### src/rtl/tcw_pkg.sv
// shared types, field widths and codes of the text console writer
`default_nettype none

package tcw_pkg;

    // default geometry and queue size
    localparam int COLUMNS_DEF     = 80;
    localparam int ROWS_DEF        = 25;
    localparam int QUEUE_DEPTH_DEF = 2;

    // port field widths
    localparam int KIND_W      = 2;
    localparam int CHAR_W      = 8;
    localparam int INDEX_W     = 11;
    localparam int ROW_OUT_W   = 5;
    localparam int COL_OUT_W   = 7;
    localparam int COLOR_W     = 4;
    localparam int CFG_INDEX_W = 1;
    localparam int CELL_W      = 2 * CHAR_W;

    // item kinds
    localparam logic [KIND_W-1:0] KIND_PUT   = 2'd0;
    localparam logic [KIND_W-1:0] KIND_CLEAR = 2'd1;
    localparam logic [KIND_W-1:0] KIND_READ  = 2'd2;

    // register indexes
    localparam logic [CFG_INDEX_W-1:0] CFG_FG = 1'b0;
    localparam logic [CFG_INDEX_W-1:0] CFG_BG = 1'b1;

    // character codes
    localparam logic [CHAR_W-1:0] NEWLINE_CODE = 8'd10;
    localparam logic [CHAR_W-1:0] BLANK_CODE   = 8'd32;

    // classified operations
    typedef enum logic [2:0] {
        OP_PUT,
        OP_NEWLINE,
        OP_CLEAR,
        OP_READ,
        OP_NOP
    } op_t;

    typedef struct packed {
        op_t               op;
        logic [CHAR_W-1:0] code;
        logic [INDEX_W-1:0] index;
    } cmd_t;

endpackage

`default_nettype wire

### src/rtl/tcw_queue.sv
// small command fifo between the front and back parts
`default_nettype none

module tcw_queue #(
    parameter int DEPTH = tcw_pkg::QUEUE_DEPTH_DEF
) (
    input  wire logic          clk,
    input  wire logic          rst_n,
    input  wire logic          push_valid,
    output logic               push_ready,
    input  wire tcw_pkg::cmd_t push_cmd,
    output logic               pop_valid,
    input  wire logic          pop_ready,
    output tcw_pkg::cmd_t      pop_cmd
);
    import tcw_pkg::*;

    localparam int PTR_W = $clog2(DEPTH);
    localparam int CNT_W = $clog2(DEPTH + 1);

    cmd_t             entry_reg [DEPTH];
    logic [PTR_W-1:0] wr_ptr_reg, wr_ptr_next;
    logic [PTR_W-1:0] rd_ptr_reg, rd_ptr_next;
    logic [CNT_W-1:0] count_reg, count_next;
    logic             push_fire, pop_fire;

    assign push_ready = (count_reg != CNT_W'(DEPTH));
    assign pop_valid  = (count_reg != '0);
    assign pop_cmd    = entry_reg[rd_ptr_reg];
    assign push_fire  = push_valid && push_ready;
    assign pop_fire   = pop_valid && pop_ready;

    always_comb
    begin
        wr_ptr_next = wr_ptr_reg;
        rd_ptr_next = rd_ptr_reg;
        if (push_fire)
        begin
            wr_ptr_next = (wr_ptr_reg == PTR_W'(DEPTH - 1)) ? '0 : wr_ptr_reg + 1'b1;
        end
        if (pop_fire)
        begin
            rd_ptr_next = (rd_ptr_reg == PTR_W'(DEPTH - 1)) ? '0 : rd_ptr_reg + 1'b1;
        end
        count_next = count_reg + CNT_W'(push_fire) - CNT_W'(pop_fire);
    end

    always_ff @(posedge clk or negedge rst_n)
    begin
        if (!rst_n)
        begin
            wr_ptr_reg <= '0;
            rd_ptr_reg <= '0;
            count_reg  <= '0;
        end
        else
        begin
            wr_ptr_reg <= wr_ptr_next;
            rd_ptr_reg <= rd_ptr_next;
            count_reg  <= count_next;
        end
    end

    always_ff @(posedge clk)
    begin
        if (push_fire)
        begin
            entry_reg[wr_ptr_reg] <= push_cmd;
        end
    end

endmodule

`default_nettype wire

### config.mk
export PLATFORM = sky130hd
export DESIGN_NAME = tcw_queue
export DESIGN_NICKNAME = d
export VERILOG_FILES = /design/src/rtl/tcw_pkg.sv /design/src/rtl/tcw_queue.sv
export SDC_FILE = /design/constraint.sdc
export NUM_CORES = 1
export LEC_CHECK = 0
export ABC_AREA = 0
export BUFFER_PORTS_ARGS = -buffer_cell sky130_fd_sc_hd__buf_4
export CAP_MARGIN = 20
export CORE_ASPECT_RATIO = 1.4
export CORE_UTILIZATION = 46
export CTS_CLUSTER_SIZE = 28
export DETAILED_ROUTE_END_ITERATION = 16
export HOLD_SLACK_MARGIN = 0.02
export PLACE_DENSITY = 0.79
export RECOVER_POWER = 50
export SLEW_MARGIN = 20
export SYNTH_ARGS = -nofsm -noshare
export SYNTH_HDL_FRONTEND = slang
export SYNTH_SLANG_ARGS = --single-unit
### constraint.sdc
create_clock -name clk -period 1.96 [get_ports clk]
set_input_delay 0.588 -clock clk [delete_from_list [all_inputs] [get_ports clk]]
set_output_delay 0.588 -clock clk [all_outputs]
set_load 0.03 [all_outputs]
Yosys cells after proc, flatten, opt, wreduce, memory -nomap -nowiden:

Memory sizes are Yosys's and may differ from the RTL's.
Index checks and enable logic that the tools add are counted.

* reductions and logical operators: 3
* shift operators: 0
* equal/unequal tests: 1
* $add $sub $neg: 4
* multiply operators: 0
* $lt $le $gt $ge: 0
* divide/modulo/power cells: 0
* multiplexer cells: 4
* bitwise operators: 0

Operators with widths (number)
* $mux W1: 4
* $add A1 B1 Y1 const B: 2
* $add A2 B1 Y2: 1
* $logic_and A1 B1 Y1: 2
* $ne A2 B2 Y1 const B: 1
* $reduce_bool A2 Y1: 1
* $sub A2 B1 Y2: 1

* memories kept: 1
* register bits after elaboration: 4
* RAM bits: 44
* bits in latches: 0
* word-level logic and storage cells: 16
* bits in read-only memories: 0
* bits of input ports: 26
* output and inout bits: 24

Memory list
* entry_reg: words 2, bits a word 22, read ports 1, clocked after Yosys merged registers in 0, wr ports 1, line tcw_queue.sv:21 `cmd_t entry_reg [DEPTH];`

Depth between registers and ports, before layout:

Gate-level depths: netlist (run 1).

* word-level depth: 4
* mapped depth: 5
* depth with buffers taken out: 5

Least setup slack after synthesis (run 1):

No wires, ideal clock.

* kind: register -> register
* from: reg count_reg[0]
* to: mem entry_reg[0][0] (netlist bit) (enable)
* required time: 1559 ps
* clock period less this slack: 2236 ps
* stages on the path, launching flop included: 4
* slack: -276 ps
* arrival time: 1835 ps
* library setup time: 401 ps
* buffers on the path: 0
* cells stage by stage: dfrtp_1 -> nand2b_1 -> nand2_1 -> nor2_1

* word-level cells in the longest chain between the ends: 4

RTL lines
* from (decl): line tcw_queue.sv:24 `logic [CNT_W-1:0] count_reg, count_next;`
* from (signal assigned): line tcw_queue.sv:60 `count_reg <= count_next;`
* $ne A2 B2 Y1: line tcw_queue.sv:27 `assign push_ready = (count_reg != CNT_W'(DEPTH));`
* named net push_ready: line tcw_queue.sv:10 `output logic push_ready,`
* $logic_and A1 B1 Y1: line tcw_queue.sv:30 `assign push_fire = push_valid && push_ready;`
* $mux W1: line tcw_queue.sv:66 `if (push_fire)`
* $mux W1 (implied by the code): line tcw_queue.sv:68 `entry_reg[wr_ptr_reg] <= push_cmd;`
* to (decl): line tcw_queue.sv:21

The timed path passes the listed nets, and every way through them passes these cells.

==> metrics, run 1 <==
status=complete, no violations; grt ovf=0; Sink Count=48; hold crit path type=in2async; Worst EP arrival=around 1400 ps; width of the die=54.9 um; sequential share of the synthesized area=0.788; post-synthesis register bit count=between 40 and 50; total of max-cap violations=0; fmax=between 0.5 and 0.6 GHz; commonest register cell after synthesis=edfxtp_1; Fin Setup TNS=0 ps; CTS hold repair buffers=0; Synth cell types=17; Crit. End Element=output port; wire per inst=approximately 16 um; Max clock buf depth=2; worst hold slack=between 100 and 150 ps; CP dominant cell by count=buf_6; top cells by area, synth=edfxtp_1 (73%), mux2_2 (14%), dfrtp_1 (5.6%), xnor2_1 (1.5%), buf_4 (0.83%); first-pass GRT wire length=approximately 4.5 mm; post-route insts no fill=197; site row count=26; critical path type=reg2out; CP peak stage delay=roughly 450 ps; most frequent cells after synthesis=edfxtp_1 (44), mux2_2 (22), dfrtp_1 (4), nor2_1 (3), xnor2_1 (3); initial antenna violation count=0; unrepaired setup endpoints after global routing=true; worst skew pair latency=between 200 and 300 ps; Yosys top cell by area=edfxtp_1; Inserted Diodes=0; Detailed Route WL=~3.2 mm; min cycle time layout=around 1900 ps; global-route track usage on met2=0.270; synth warn=0; die footprint=approximately 4200 um^2; Area Overhead vs Synth=40.5%; final slew viol count=0; syn avg cell area=between 20 and 25 um^2; GRT Resource Usage Total=0.157; Routed Antenna Nets=0; DR iter-0 viols=23; total power=0.00402 W; Layout Nets=~180; drt drc=0; CP Max Fanout=6; Final Skew=between 6 and 7 ps; post-synth top area share=0.733; die height=around 76 um; io pins=50; Final GP Congestion=approximately 0.63; Final Hold Vio Count=0; htree depth=2; grt peak-use layer=met2; DP Wirelength=2.08 mm; crit path max-delay cell type=dfrtp_2; register clock-pin slew on the reported worst setup and hold paths=roughly 80 ps; Crit path max-delay family=flip-flops; largest net degree at the start of global routing=15; Vias per Instance=roughly 5; syn_nets=between 100 and 150; worst vdd ir=roughly 0.92 mV; fin crit share=0.993; cell area after synthesis=between 1500 and 2000 um^2; Port Buf Inserts=between 40 and 50; Pre-antenna DRT Iters=4; Rel. slew slack=0.827; dpl ws=around 290 ps; CTS tree=done; EDFF count, synth=44; Pwr per Cell Area=1590 nW/um^2; Req. time, crit path=between 1000 and 1500 ps; Startpoint Class=flip-flop; leakage=slightly above 1 nW; max reg flops=between 40 and 50; crit-path cells=buf_6 -> mux2_4 -> buf_6; Buf+Inv Stages, Crit Path=2; met1 usage=0.163; Synth Instances=90; Worst-Margin Slew=260 ps; Async SR Flop Fraction=0.0833; Final Setup Violations=0; CTS Buf Count=5; routing usage on met3=0.0619; DR vias=1,000; vias in the first global route=approximately 1,000; top-count cell post-synth=edfxtp_1; CTS root buf=clkbuf_8; Initial Utilization=0.486; setup ws final=between 10 and 15 ps; placed cells=about 190; layout cells sized above 1=0.555; core box area=about 3700 um^2
[worst register-to-register path, cell delays in order (launching register included)]
cell and delay (ps):
dfrtp_1 440, nand2b_1 170, nand2_1 110, nor2_2 100
buf_4 210
[cell usage in the layout, fill, tap and decap left out, types with 2 or more instances in the layout]
cell / synthesis / routed
buf_4: 2 / 10
buf_6: 0 / 26
clkbuf_1: 0 / 6
clkbuf_4: 0 / 19
clkbuf_8: 0 / 5
dfrtp_1: 4 / 3
edfxtp_1: 44 / 44
mux2_4: 0 / 22
nand2_1: 2 / 2
nor2_1: 3 / 2
xnor2_1: 3 / 3
[through the flow]
step / utilization / cell area [um^2]
floorplan: - / 1810
detailed placement: 0.608 / 2260
finish: 0.683 / 2530
global placement: 0.608 / 2260
global route: 0.683 / 2530
CTS: 0.649 / 2410
[per-layer routing]
metal,vias up,wire length (um)
met5,-,0
met3,2,183
met2,32,1840
met4,0,17
met1,492,1120
li1,474,-
[cell type report]
class | instances | area (um^2)
Clock buffer | 7 | 76.3
Fill cell | 270 | 1170
Clock inverter | 1 | 5.00
Multi-Input combinational cell | 40 | 452
Tap cell | 42 | 52.6
Sequential cell | 48 | 1420
Timing Repair Buffer | 59 | 526
[timing repair]
action | 4_1_cts | 5_1_grt
setup buffers | 1 | 1
setup endpoints to repair | 22 | 22
gates resized for setup | 17 | 35
gates cloned | 0 | 2
[worst paths after layout]
path / from / end / slack, ps / cells past startpoint
max: rd_ptr_reg$_DFFE_PN0P_ / pop_cmd[8] / 10 / 3
min: rst_n / count_reg[0]$_DFF_PN0_ / 130 / 1
min reg2reg: wr_ptr_reg$_DFFE_PN0P_ / wr_ptr_reg$_DFFE_PN0P_ / 510 / 1
max in group asynchronous: rst_n / rd_ptr_reg$_DFFE_PN0P_ / 1610 / 1
min in group clk: push_cmd[19] / entry_reg[0][19]$_DFFE_PP_ / 500 / 1
max reg2reg: count_reg[0]$_DFF_PN0_ / entry_reg[0][6]$_DFFE_PP_ / 630 / 4
[logic make-up after synthesis]
kind of cell,count (synthesis),synth area share
fa+ha+maj,1,0.00694
buf+inv,2,0.00833
mux,22,0.137
flops,48,0.788
simple gates,10,0.0271
xor+xnor,3,0.0146
compound gates,4,0.0173
[report_power, final]
part / switching (W) / internal [W]
logic: 0.000983 / 0.000974
registers: 0.000112 / 0.00141
clock network: 0.000288 / 0.000250
(Power assumes the default switching activity.)
==> run 2, diff against run 1 <==
HOLD_SLACK_MARGIN = 0.1   (was 0.02)
PLACE_DENSITY = unset   (was 0.79)
PLACE_DENSITY_LB_ADDON = 0.05   (was unset)
==> metrics, run 2 (synthesized netlist as in run 1, its figures left out) <==
status=complete, but fails checks; Hold Path Depth=1; layout cells sized above 1=0.532; setup ws final=-24.1 ps; core box area=roughly 3700 um^2; met1 WL=1.21 mm; Area Overhead vs Synth=41.2%; fmax=between 0.5 and 0.6 GHz; Internal Power=between 0.002 and 0.003 W; CP peak stage delay=about 440 ps; Pre-antenna DRT Iters=3; Final Hold Vio Count=0; met3 wire length=between 150 and 200 um; die height=76.1 um; hold crit path type=in2reg; # fillers=about 280; max reg flops=44; worst vdd ir=approximately 1.0 mV; Crit path max-delay family=flip-flops; width of the die=between 50 and 60 um; Final Skew=5.92 ps; die footprint=about 4200 um^2; DR vias=just over 1,000; grt ovf=0; DP Wirelength=2.20 mm; Req. time, crit path=about 1400 ps; Max clock buf depth=2; GRT Resource Usage Total=0.167; most common cell after layout, fill and taps aside=edfxtp_1; R2R depth=4; Final Setup Violations=13; crit-path cells=buf_8 -> mux2_2 -> buf_6; Final GP Congestion=0.646; Detailed Route WL=3.38 mm; failing checks=negative setup slack; CTS root buf=clkbuf_8; Layout Nets=180; Crit. End Element=output port; Inserted Diodes=0; Pwr per Cell Area=approximately 1600 nW/um^2; Buf+Inv Stages, Crit Path=2; DR iter-0 viols=24; initial antenna violation count=0; sw frac=0.333; htree depth=2; CTS tree=done; worst skew pair latency=around 300 ps; Worst EP arrival=1400 ps; highest metal used=met4; clock group share of total power=0.183; switching power=about 0.0014 W; fin crit share=1.01; dpl ws=between 200 and 300 ps; leakage=around 1.0 nW; total of max-cap violations=0; Flop pwr share=0.363; unrepaired setup endpoints after global routing=true; final slew viol count=0; io pins=50; CP Max Fanout=9; min cycle time layout=1980 ps; crit path max-delay cell type=dfrtp_2; Detail Route met2 WL=1.94 mm; wire per inst=between 15 and 20 um; Vias per Instance=roughly 5.2; register clock-pin slew on the reported worst setup and hold paths=80 ps; vias in the first global route=between 1,000 and 1,500; Rel. slew slack=0.822; Combinational Power Share=0.455; critical path depth=3; Initial Utilization=0.486; first-pass GRT wire length=4.75 mm; largest net degree at the start of global routing=15; Worst-Margin Slew=roughly 270 ps; most frequent cells in the layout=edfxtp_1 (44), buf_6 (22), clkbuf_4 (15), mux2_4 (14), buf_4 (9); Port Buf Inserts=roughly 50; CTS Buf Count=5; critical path type=reg2out; total power=0.00419 W; Sink Count=48; site row count=26; drt drc=0; Routed Antenna Nets=0; Startpoint Class=flip-flop
[run 2: changes by cell type in the layout (fill, tap and decap cells not counted), moves of 2 or more]
cell,change
mux2_2,+8
buf_6,-4
clkbuf_4,-4
mux2_4,-8
buf_8,+2
clkbuf_8,+2
clkbuf_1,+2
[run 2: layout make-up]
type,instances,area (um^2),share of cell area
clock inverter,1,30.0,0.0118
multi-input combinational,40,422,0.166
sequential,48,1420,0.559
timing repair buffer,58,523,0.205
clock buffer,7,96.3,0.0378
tap,42,52.6,0.0206
[run 2: path summary, 6_finish.rpt]
kind / end / slack (ps) / start
max in group asynchronous: rd_ptr_reg$_DFFE_PN0P_ / 1070 / rst_n
worst max register to register: entry_reg[0][18]$_DFFE_PP_ / 570 / count_reg[0]$_DFF_PN0_
min in group asynchronous: wr_ptr_reg$_DFFE_PN0P_ / 650 / rst_n
worst max-delay path: pop_cmd[2] / -20 / rd_ptr_reg$_DFFE_PN0P_
worst min register to register: wr_ptr_reg$_DFFE_PN0P_ / 530 / wr_ptr_reg$_DFFE_PN0P_
worst min-delay path: entry_reg[1][3]$_DFFE_PP_ / 490 / push_cmd[3]
[run 2: what timing repair did]
action / CTS / global route
setup buffers: 0 / 1
hold buffers: 1 / 0
hold endpoints to repair: 4 / 0
cloned: 0 / 1
endpoints found under the setup margin: 19 / 22
resized for setup: 1 / 40
[run 2: per-stage QoR]
stage / utilization / TNS [ps] / cell area (um^2) / std cells / hold WS (ps)
after floorplan: - / 0 / 1810 / 90 / 292
after global placement: 0.608 / 0 / 2260 / 185 / 387
after detailed placement: 0.608 / 0 / 2260 / 185 / 390
after CTS: 0.646 / -425 / 2400 / 194 / 454
after global routing: 0.687 / -866 / 2550 / 196 / 471
final: 0.687 / -185 / 2550 / 196 / 488
[run 2: metal layers]
metal  track usage  vias up
met5             0        -
met4        0.0675        0
met3        0.0599        4
met2         0.289       30
met1         0.170      510
li1              -      473
[run 2: power by group through the flow]
| stage | sequential [W] | clock [W] | combinational, W |
|---|---|---|---|
| after floorplan | 0.00150 | 0 | 0.00102 |
| after global placement | 0.00150 | 0 | 0.00154 |
| after detailed placement | 0.00152 | 0 | 0.00157 |
| after CTS | 0.00150 | 0.000788 | 0.00158 |
| after global routing | 0.00155 | 0.000828 | 0.00200 |
| final | 0.00152 | 0.000766 | 0.00191 |
