`src/rtl/tcw_pkg.sv`:
```
// shared types, field widths and codes of the text console writer
`default_nettype none

package tcw_pkg;

    // default geometry and queue size
    localparam int COLUMNS_DEF     = 80;
    localparam int ROWS_DEF        = 25;
    localparam int QUEUE_DEPTH_DEF = 2;

    // port field widths
    localparam int KIND_W      = 2;
    localparam int CHAR_W      = 8;
    localparam int INDEX_W     = 11;
    localparam int ROW_OUT_W   = 5;
    localparam int COL_OUT_W   = 7;
    localparam int COLOR_W     = 4;
    localparam int CFG_INDEX_W = 1;
    localparam int CELL_W      = 2 * CHAR_W;

    // item kinds
    localparam logic [KIND_W-1:0] KIND_PUT   = 2'd0;
    localparam logic [KIND_W-1:0] KIND_CLEAR = 2'd1;
    localparam logic [KIND_W-1:0] KIND_READ  = 2'd2;

    // register indexes
    localparam logic [CFG_INDEX_W-1:0] CFG_FG = 1'b0;
    localparam logic [CFG_INDEX_W-1:0] CFG_BG = 1'b1;

    // character codes
    localparam logic [CHAR_W-1:0] NEWLINE_CODE = 8'd10;
    localparam logic [CHAR_W-1:0] BLANK_CODE   = 8'd32;

    // classified operations
    typedef enum logic [2:0] {
        OP_PUT,
        OP_NEWLINE,
        OP_CLEAR,
        OP_READ,
        OP_NOP
    } op_t;

    typedef struct packed {
        op_t               op;
        logic [CHAR_W-1:0] code;
        logic [INDEX_W-1:0] index;
    } cmd_t;

endpackage

`default_nettype wire

```
`src/rtl/tcw_front.sv`:
```
// input side: takes items and classifies them into commands
`default_nettype none

module tcw_front #(
    parameter int COLUMNS = tcw_pkg::COLUMNS_DEF,
    parameter int ROWS    = tcw_pkg::ROWS_DEF
) (
    input  wire logic                        in_valid,
    output logic                             in_ready,
    input  wire logic [tcw_pkg::KIND_W-1:0]  kind,
    input  wire logic [tcw_pkg::CHAR_W-1:0]  char_code,
    input  wire logic [tcw_pkg::INDEX_W-1:0] cell_index,
    output logic                             push_valid,
    input  wire logic                        push_ready,
    output tcw_pkg::cmd_t                    push_cmd
);
    import tcw_pkg::*;

    localparam int CELLS = ROWS * COLUMNS;

    logic index_ok;

    assign index_ok   = (32'(cell_index) < 32'(CELLS));
    assign in_ready   = push_ready;
    assign push_valid = in_valid;

    always_comb
    begin
        push_cmd.code  = char_code;
        push_cmd.index = cell_index;
        unique case (kind)
            KIND_PUT:   push_cmd.op = (char_code == NEWLINE_CODE) ? OP_NEWLINE : OP_PUT;
            KIND_CLEAR: push_cmd.op = OP_CLEAR;
            // out-of-range read answers like an ignored item
            KIND_READ:  push_cmd.op = index_ok ? OP_READ : OP_NOP;
            default:    push_cmd.op = OP_NOP;
        endcase
    end

endmodule

`default_nettype wire

```
`config.mk`:
```
export PLATFORM = sky130hd
export DESIGN_NAME = tcw_front
export DESIGN_NICKNAME = d
export VERILOG_FILES = /design/src/rtl/tcw_pkg.sv /design/src/rtl/tcw_front.sv
export SDC_FILE = /design/constraint.sdc
export NUM_CORES = 1
export LEC_CHECK = 0
export BUFFER_PORTS_ARGS = -buffer_cell sky130_fd_sc_hd__buf_2
export CAP_MARGIN = 0
export CORE_AREA = 2 2 39 41
export DETAILED_ROUTE_END_ITERATION = 7
export DIE_AREA = 0 0 41 43
export PLACE_DENSITY = 0.64
export SLEW_MARGIN = 25
export SYNTH_ARGS = -nofsm -noshare
export SYNTH_HDL_FRONTEND = slang
export SYNTH_SLANG_ARGS = --single-unit
```
`constraint.sdc`:
```
create_clock -name vclk -period 0.8
set_input_delay 0.12 -clock vclk [all_inputs]
set_output_delay 0.12 -clock vclk [all_outputs]
set_load 0.01 [all_outputs]
```
Yosys cells after proc, flatten, opt, wreduce, memory -nomap -nowiden
Cells that the tools add are included.

Memories: 0. Bits in latches: 0. Input bits: 23. Word-level logic and storage cells: 8. Bits in read-only memories: 0. Output and inout bits: 24. Register bits: 0. RAM bits: 0.

Multiply operators: 0. Multiplexer cells: 3. Order comparisons: 1. Bitwise operators: 0. Divide/modulo/power cells: 0. Equal/unequal tests: 3. Add/subtract/negate cells: 0. Shift-type cells: 0. Reductions and logical operators: 1.

Operators with widths (number): $lt 11x11->1 const B (1); $pmux 3 s3 (1); $eq 8x4->1 const B (1); $mux 3 (1); $eq 2x1->1 const B (1); $eq 2x2->1 const B (1); $logic_not 2->1 (1); $mux 1 (1).

Logic depth before layout (Yosys ltp)
Gate-level depths: netlist of run 1.

Depth after elaboration: 3. Gate-level depth with buffers: 3. Depth with buffers taken out: 3.

Worst setup path before layout of run 1
OpenSTA, ideal clock, no wires.

Path kind: input to output. Start: input char_code[5] (netlist bit). End: output push_cmd[19] (netlist bit). Stages on the path: 3. Setup slack: -0.014 ns. Arrival: 0.694 ns. Cells stage by stage: nor4_2 nand2_1 o31ai_2.

RTL lines: start, declared (line tcw_front.sv:11) `input wire logic [tcw_pkg::CHAR_W-1:0] char_code,`; end, declared (line tcw_front.sv:15) `output tcw_pkg::cmd_t push_cmd`.

==> impl_results.md, run 1 <==
- Outcome: finished with violations
- Failing checks: negative setup slack
- P_sw: 78.8 uW
- DRC: 0
- # hold bufs at CTS: 0
- Post-CTS Repair Setup Buffers: 0
- GP Congestion: 0.667
- Initial core utilization: 17.2%
- Die H: 43 microns
- Final worst slack: -0.210 ns
- Top cell type's share of synthesized area: 66.3%
- Arr. time, crit path: 0.89 ns
- Pin count of the biggest net entering global routing: 5
- Met1 GRT Util: 6.65%
- Leakage: 0.179 nW
- GRT met3 Usage: 0.524%
- Maximum vdd drop: 0.000134 V
- Fmax: 0.990 GHz
- Fill cells: 152
- Num rows: 14
- Flip-flop and latch count: 0
- Hold WS: 0.240 ns
- Part of the Yosys area used for sequential elements: 0%
- Reg area: 0 sq um
- Vias: 259
- Worst-Margin Slew: 0.230 ns
- Min Tclk post-route: 1.01 ns
- Fraction of layout cells with a size suffix above 1: 87.0%
- RSZ-0062 raised after global routing: yes
- Drt pass-1 iters: 2
- Crit. End Element: output pin
- Total global routing overflow: 0
- # setup viols final: 3
- Commonest non-fill, non-tap cell in the layout: buf_2
- Die ar.: 1760 sq um
- Most frequent cells in the layout: buf_2 (28), buf_6 (7), o21ai_1 (2)
- Net Count, Synth: 55
- ANT nets after route: 0
- Synth cell types: 10
- Final WL: 575 microns
- Switching share of total power: 45.2%
- Yosys warns: 0
- Vias in the first global route: 213
- Design Power: 174 uW
- Avg Cell Area, Syn: 7.43 sq um
- Initial antenna violation count: 0
- WL per Instance: 9.27 microns
- Ant. Diodes: 0
- Area Overhead vs Synth: 40.5%
- Final hold vios: 0
- Critical setup path kind: primary input to output pin
- GRT busiest layer: met2
- Reg power frac: 0%
- Critical Path Fanout Max: 2
- Overall global routing resource usage: 5.99%
- Count of input and output buffers: 35
- Core area: 1380 sq um
- Via-to-Cell Ratio: 4.18
- MaxCap Viol Count: 0
- Clock network fraction of total power: 0%
- First-pass GRT wire length: 779 microns
- Largest cells by area after synthesis: buf_4 (66%), o21ai_0 (6.3%), and4bb_2 (5.3%), nor4_2 (5.3%), o31ai_2 (5.3%)
- Grt met2 use: 11.9%
- Slew headroom: 84.6%
- Period utilisation layout: 126%
- Clock buffers: 0
- Power Internal: 95.6 uW
- Worst EP required: 0.68 ns
- DRT iter0 DRCs: 1
- Combinational share of power: 100.0%
- Max-slew violations: 0
- Worst Hold Class: primary input to output pin
- Die X: 41 microns
- Footprint of the multi-input gates: 91.3 sq um
- Worst Setup Start Kind: primary input
- Pwr/cell area: 522 nW/um^2
- Post-synthesis cell count: 32
- Synth area leader: buf_4
- Ports: 47
- Syn Std Cell Area: 238 sq um
- Layout Nets: 71
[critical path: stages]
cell and delay, ns:
buf_2 0.10, and4bb_2 0.28, nand2_2 0.06, o31ai_2 0.17
buf_2 0.16
[routing by layer]
metal | share of wire [%] | wire length [microns] | up-vias
met5 | 0 | 0 | -
met4 | 0 | 0 | 0
met3 | 21 | 118 | 0
met2 | 50 | 286 | 30
met1 | 30 | 171 | 113
li1 | - | - | 116
[per-stage QoR]
step                setup TNS (ns)  util [%]  instances  setup slack (ns)  area (sq um)
global placement            -0.477      19.9         62            -0.237           275
floorplan                  -0.0139         -         32           -0.0139           238
detailed placement          -0.538      19.9         62            -0.251           275
CTS                         -0.372      22.4         62            -0.237           310
finish                      -0.326      24.1         62            -0.210           334
global route                -0.553      24.1         62            -0.294           334
[synthesized netlist by cell type, drive strengths merged]
cell and count:
and2 1, nor4 1, o211ai 1, nand2 1, inv 1, o31ai 1
buf 21, o21ai 3, and4bb 1, nand4 1
[worst paths after layout]
path / start / to / slack (ns) / depth (start not counted)
min: cell_index[0] / push_cmd[0] / 0.24 / 0
max: char_code[2] / push_cmd[19] / -0.21 / 5
[what timing repair did]
action	4_1_cts	5_1_grt
pin swaps	5	1
endpoints found under the setup margin	3	3
resized for setup	9	4
[area by class of cell]
type,count,share of cell area [%]
Tap cell,16,5.99
Inverter,1,1.12
Multi-Input combinational cell,10,27.3
Timing Repair Buffer,35,65.5
[cells by family (layout without fill, tap and decap cells)]
kind of cell	count (synthesis)	in the layout	share of synthesized area, %
AOI/OAI and AO/OA	5	5	14.7
and+or+nand+nor	5	5	17.4
buffers and inverters	22	36	67.9
[power groups by stage]
stage	combinational, mW	clock (mW)	sequential, mW
global placement	0.143	0	0
global route	0.193	0	0
detailed placement	0.146	0	0
CTS	0.165	0	0
floorplan	0.131	0	0
finish	0.174	0	0
Note: power is estimated with default switching activity, not from simulation.
==> run 2: changes to the inputs <==
--- a/config.mk
+++ b/config.mk
@@ -7,10 +7,11 @@
 export LEC_CHECK = 0
 export BUFFER_PORTS_ARGS = -buffer_cell sky130_fd_sc_hd__buf_2
 export CAP_MARGIN = 0
-export CORE_AREA = 2 2 39 41
+export CORE_AREA = 5 5 42 44
 export DETAILED_ROUTE_END_ITERATION = 7
-export DIE_AREA = 0 0 41 43
+export DIE_AREA = 0 0 47 49
 export PLACE_DENSITY = 0.64
+export REMOVE_ABC_BUFFERS = 1
 export SLEW_MARGIN = 25
 export SYNTH_ARGS = -nofsm -noshare
 export SYNTH_HDL_FRONTEND = slang
==> constraint.sdc (replaced) <==
create_clock -name vclk -period 1.13
set_input_delay 0.1695 -clock vclk [all_inputs]
set_output_delay 0.1695 -clock vclk [all_outputs]
set_load 0.01 [all_outputs]
==> run 2 against run 1 <==
  * The run now ends clean
  * Critical path depth is the same
  * Via count rose by 1.5%
  * Flip-flop and latch count unchanged
  * Clock-buffer cell count unchanged
  * Global-route usage shrank 1.5 points
  * Combinational power down 30%
  * First-iteration DRC count increased by 100%
  * Worst hold slack better by 0.099 ns
  * Highest routed layer unchanged
==> impl_results.md, run 2 (synthesized netlist as in run 1, its figures left out) <==
- Outcome: completed
- # setup viols final: 0 (-3)
- Most frequent cells in the layout: buf_2 (29), buf_6 (6), o21ai_1 (2)
- Num rows: 14 (unchanged)
- Hold Startpoint: cell_index[0]
- Flip-flop and latch count: 0 (unchanged)
- Min Tclk post-route: 1.12 ns
- Reg area: 0 sq um (unchanged)
- Clock buffers: 0 (unchanged)
- Core area: 1400 sq um (+1.3%)
- Ant. Diodes: 0 (unchanged)
- Layout Nets: 71 (unchanged)
- Final WL: 783 microns (+36%)
- Post-Place Worst Slack: -0.0599 ns (+0.191 ns)
- Final worst slack: 0.00556 ns (+0.216 ns)
- Leakage: 0.175 nW (-2.2%)
- Final Instance Count excl. Fillers: 62 (unchanged)
- Max-slew violations: 0 (unchanged)
- DRC: 0 (unchanged)
- Die X: 47 microns (+15%)
- Worst Hold Class: primary input to output pin
- Pwr/cell area: 379 nW/um^2 (-28%)
- Post-CTS Repair Setup Buffers: 0 (unchanged)
- # hold bufs at CTS: 0 (unchanged)
- MaxCap Viol Count: 0 (unchanged)
- GP Congestion: 0.497 (-26%)
- Vias in the first global route: 218 (+2.3%)
- First-pass GRT wire length: 821 microns (+5.4%)
- Die ar.: 2300 sq um (+31%)
- Vias: 263 (+1.5%)
- Period utilisation layout: 99.5%
- Crit. End Element: output pin
- Ports: 47 (unchanged)
- Maximum vdd drop: 0.0000524 V (-61%)
- Design Power: 122 uW (-30%)
- DRT iter0 DRCs: 2 (+1)
- Worst EP required: 0.96 ns (+0.28 ns)
- Hold Crit Endpoint: push_cmd[0]
- Critical setup path kind: primary input to output pin
- Area Overhead vs Synth: 35.3%
- Fmax: 0.889 GHz
- Hold WS: 0.339 ns (+0.0991 ns)
- WHS Path Cells: 0 (unchanged)
- Pin count of the biggest net entering global routing: 5 (unchanged)
- Via-to-Cell Ratio: 4.24 (+1.5%)
- Placed Cells: 62 (unchanged)
- Count of input and output buffers: 35 (unchanged)
- Die H: 49 microns (+14%)
- Slew headroom: 82.9% (-1.7 points)
- Worst Setup Start Kind: primary input
- HPWL after DPL: 678 microns
- Worst-Margin Slew: 0.255 ns (+0.0258 ns)
- Arr. time, crit path: 0.95 ns (+0.06 ns)
- Critical Path Fanout Max: 2 (unchanged)
- Overall global routing resource usage: 4.49% (-1.5 points)
- ANT nets after route: 0 (unchanged)
- RSZ-0062 raised after global routing: yes
- Fraction of layout cells with a size suffix above 1: 82.6% (-4.3 points)
- Drt pass-1 iters: 3 (+1)
- Total global routing overflow: 0 (unchanged)
- WL per Instance: 12.6 microns (+36%)
- Final hold vios: 0 (unchanged)
- Initial core utilization: 17.0% (-0.21 points)
- Commonest non-fill, non-tap cell in the layout: buf_2
- Initial antenna violation count: 0 (unchanged)
## run 2: cell types whose count changed in the layout (fill, tap and decap cells not counted)
| cell | previous run | this run |
|---|---|---|
| nand2_1 | 0 | 1 |
| nand2_2 | 1 | 0 |
| o21ai_2 | 1 | 0 |
| o21ai_0 | 0 | 1 |
| buf_6 | 7 | 6 |
| buf_2 | 28 | 29 |
## run 2: worst max-delay path: stages
cell     delay (ns)
buf_6          0.10
nor4_4         0.26
nand2_1        0.09
o31ai_2        0.17
buf_2          0.16
## run 2: repair_timing
item	in CTS	in global routing
resized for setup	3	6
hold endpoints to repair	0	0
pin swaps	0	2
endpoints found under the setup margin	1	2
cloned	0	0
## run 2: area by class of cell
| cell class | instances | area (sq um) |
|---|---|---|
| inverter | 1 | 3.75 |
| timing repair buffer | 35 | 213 |
| tap | 16 | 20.0 |
| multi-input combinational | 10 | 85.1 |
| fill | 155 | 1080 |
## run 2: worst max path at each step
stage	from	to	slack, ns	cells after the start
2_1_floorplan	char_code[5]	push_cmd[19]	0.22	3
3_3_place_gp	cell_index[9]	push_cmd[20]	0.02	5
3_5_place_dp	char_code[5]	push_cmd[19]	-0.06	5
4_1_cts	char_code[5]	push_cmd[19]	-0.02	5
5_1_grt	char_code[5]	push_cmd[19]	-0.07	5
6_report	char_code[5]	push_cmd[19]	0.006	5
## run 2: power by group
part | total, mW | switching [mW] | internal (mW)
clock network | 0 | 0 | 0
logic | 0.122 | 0.0569 | 0.0649
registers | 0 | 0 | 0
## run 2: per-stage QoR
| step | TNS, ns | instance area, sq um | utilization (%) |
|---|---|---|---|
| CTS | -0.0195 | 297 | 21.2 |
| detailed placement | -0.0599 | 275 | 19.6 |
| global placement | 0 | 275 | 19.6 |
| finish | 0 | 322 | 22.9 |
| global route | -0.0730 | 322 | 22.9 |
| floorplan | 0 | 80.1 | - |
## run 2: per-layer routing
layer | routed length (microns) | part of all wire [%] | track usage [%] | vias to the layer above
met2 | 344 | 44 | 10.2 | 44
met1 | 174 | 22 | 2.61 | 103
met4 | 0 | 0 | 0 | 0
li1 | - | - | - | 116
met3 | 264 | 34 | 2.58 | 0
met5 | 0 | 0 | 0 | -
==> run 3: changes to the inputs <==
--- a/config.mk
+++ b/config.mk
@@ -5,13 +5,14 @@
 export SDC_FILE = /design/constraint.sdc
 export NUM_CORES = 1
 export LEC_CHECK = 0
-export BUFFER_PORTS_ARGS = -buffer_cell sky130_fd_sc_hd__buf_2
 export CAP_MARGIN = 0
 export CORE_AREA = 5 5 42 44
 export DETAILED_ROUTE_END_ITERATION = 7
 export DIE_AREA = 0 0 47 49
-export PLACE_DENSITY = 0.64
+export DONT_BUFFER_PORTS = 1
+export PLACE_DENSITY = 0.34
 export REMOVE_ABC_BUFFERS = 1
+export SETUP_SLACK_MARGIN = 0.4
 export SLEW_MARGIN = 25
 export SYNTH_ARGS = -nofsm -noshare
 export SYNTH_HDL_FRONTEND = slang
==> run 3 against run 2 <==
  * Non-clock buffer count is 34 lower
  * Cell area is 58% lower
  * Sequential share of layout area stayed put
  * Routed wire length is 21% lower
  * Worst hold slack hardly changed
  * Via count is 46% lower
  * Final cell count is 55% lower
  * Worst setup slack better by 0.19 ns
  * Utilization is 13 points lower
==> impl_results.md, run 3 (synthesized netlist as in run 1, its figures left out) <==
- Combinational share of power: 100.0% (about the same)
- Reg power frac: 0% (unchanged)
- Die H: 49 microns (unchanged)
- Worst-Margin Slew: 0.242 ns (-0.0136 ns)
- Via-to-Cell Ratio: 5.04 (+19%)
- Met3 wire len: 245 microns (-7.2%)
- ANT nets after route: 0 (unchanged)
- Wl on met1: 165 microns (-5.2%)
- Pwr/cell area: 230 nW/um^2 (-39%)
- Slew headroom: 83.9% (+1.0 points)
- MaxCap Viol Count: 0 (unchanged)
- DRC: 0 (unchanged)
- Outcome: completed
- Initial antenna violation count: 1 (+1)
- # setup viols final: 0 (unchanged)
- Pin count of the biggest net entering global routing: 5 (unchanged)
- Maximum vdd drop: 0.0000452 V (-14%)
- Flip-flop and latch count: 0 (unchanged)
- Vias in the first global route: 174 (-20%)
- Power Internal: 16.1 uW (-75%)
- GP Congestion: 0.559 (+13%)
- Die X: 47 microns (unchanged)
- Highest Signal Layer: met5
- Fmax: 1.07 GHz (+21%)
- Setup TNS: 0 ns (unchanged)
- Arr. time, crit path: 0.76 ns (-0.19 ns)
- Worst EP required: 0.96 ns (about the same)
- Drt pass-1 iters: 1 (-2)
- # hold bufs at CTS: 0 (unchanged)
- Max-slew violations: 0 (unchanged)
- First-pass GRT wire length: 786 microns (-4.3%)
- Count of input and output buffers: 0 (-100%)
- Ant. Diodes: 0 (unchanged)
- Worst Setup Start Kind: primary input
- Period utilisation layout: 82.4% (-17 points)
- Met2 WL: 175 microns (-49%)
- Area Overhead vs Synth: -43.7%
- Clock buffers: 0 (unchanged)
- Final Instance Count excl. Fillers: 28 (-55%)
- Core area: 1400 sq um (unchanged)
- Final WL: 620 microns (-21%)
- Final hold vios: 0 (unchanged)
- Placed Cells: 27 (-56%)
- DRT iter0 DRCs: 0 (-2)
- Min Tclk post-route: 0.931 ns (-0.193 ns)
- RSZ-0062 raised after global routing: yes
- Worst Hold Class: primary input to output pin
- Crit. End Element: output pin
- Reg area: 0 sq um (unchanged)
- Leakage: 0.0322 nW (-82%)
- Total global routing overflow: 0 (unchanged)
- WL per Instance: 22.1 microns (+75%)
- Overall global routing resource usage: 4.84% (+0.35 points)
- Worst setup startpoint: char_code[5]
- Worst setup path endpoint: push_cmd[19]
- Switching share of total power: 47.8% (+1.1 points)
- Ports: 47 (unchanged)
- Layout Nets: 37 (-48%)
- Critical setup path kind: primary input to output pin
- P_sw: 14.7 uW (-74%)
- Fraction of layout cells with a size suffix above 1: 58.3% (-24 points)
- Initial core utilization: 17.0% (unchanged)
- Clock network fraction of total power: 0% (unchanged)
- Die ar.: 2300 sq um (unchanged)
- Num rows: 14 (unchanged)
- Hold Startpoint: char_code[1]
- Vias: 141 (-46%)
- Critical Path Fanout Max: 2 (unchanged)
- Fill cells: 173 (+12%)
run 3: changes by cell type in the layout (fill, tap and decap cells not counted), sizes merged:
cell / change
buf: -34
run 3: stage by stage:
stage	utilization, %	setup WS, ns	hold WS, ns	power, mW	instance area (sq um)
after floorplan	-	0.217	0.339	0.0163	80.1
after global placement	7.14	0.163	0.339	0.0194	100
after detailed placement	7.14	0.159	0.339	0.0197	100
after CTS	9.55	0.202	0.339	0.0316	134
after global routing	9.55	0.139	0.339	0.0336	134
final	9.55	0.199	0.339	0.0308	134
run 3: repair_timing:
action                                  CTS  global route
buffers inserted                          1             0
endpoints found under the setup margin    3             3
pin swaps                                 3             0
resized for setup                         8             0
run 3: how the worst min path moves through the flow:
stage	end	cells past startpoint
after floorplan	in_ready	0
after global placement	push_cmd[8]	0
after detailed placement	push_cmd[8]	0
after CTS	push_cmd[8]	0
after global routing	push_cmd[15]	0
final	push_cmd[12]	0
run 3: critical path: stages:
cell     delay (ns)
nor4_2         0.24
nand2_1        0.12
o31ai_4        0.24
run 3: power groups by stage:
stage	sequential [mW]	clock [mW]	combinational (mW)
2_1_floorplan	0	0	0.0163
3_3_place_gp	0	0	0.0194
3_5_place_dp	0	0	0.0197
4_1_cts	0	0	0.0316
5_1_grt	0	0	0.0336
6_report	0	0	0.0308
run 3: layout make-up:
cell class / instances / area, sq um / area share (%)
multi-input cells: 10 / 103 / 76.6
well taps: 16 / 20.0 / 15.0
repair buffers: 1 / 7.51 / 5.61
inverters: 1 / 3.75 / 2.80
run 3: routing by layer:
metal | up-vias | track usage, %
li1 | 48 | -
met1 | 40 | 3.70
met2 | 45 | 5.20
met3 | 6 | 9.59
met4 | 2 | 1.38
met5 | - | 0
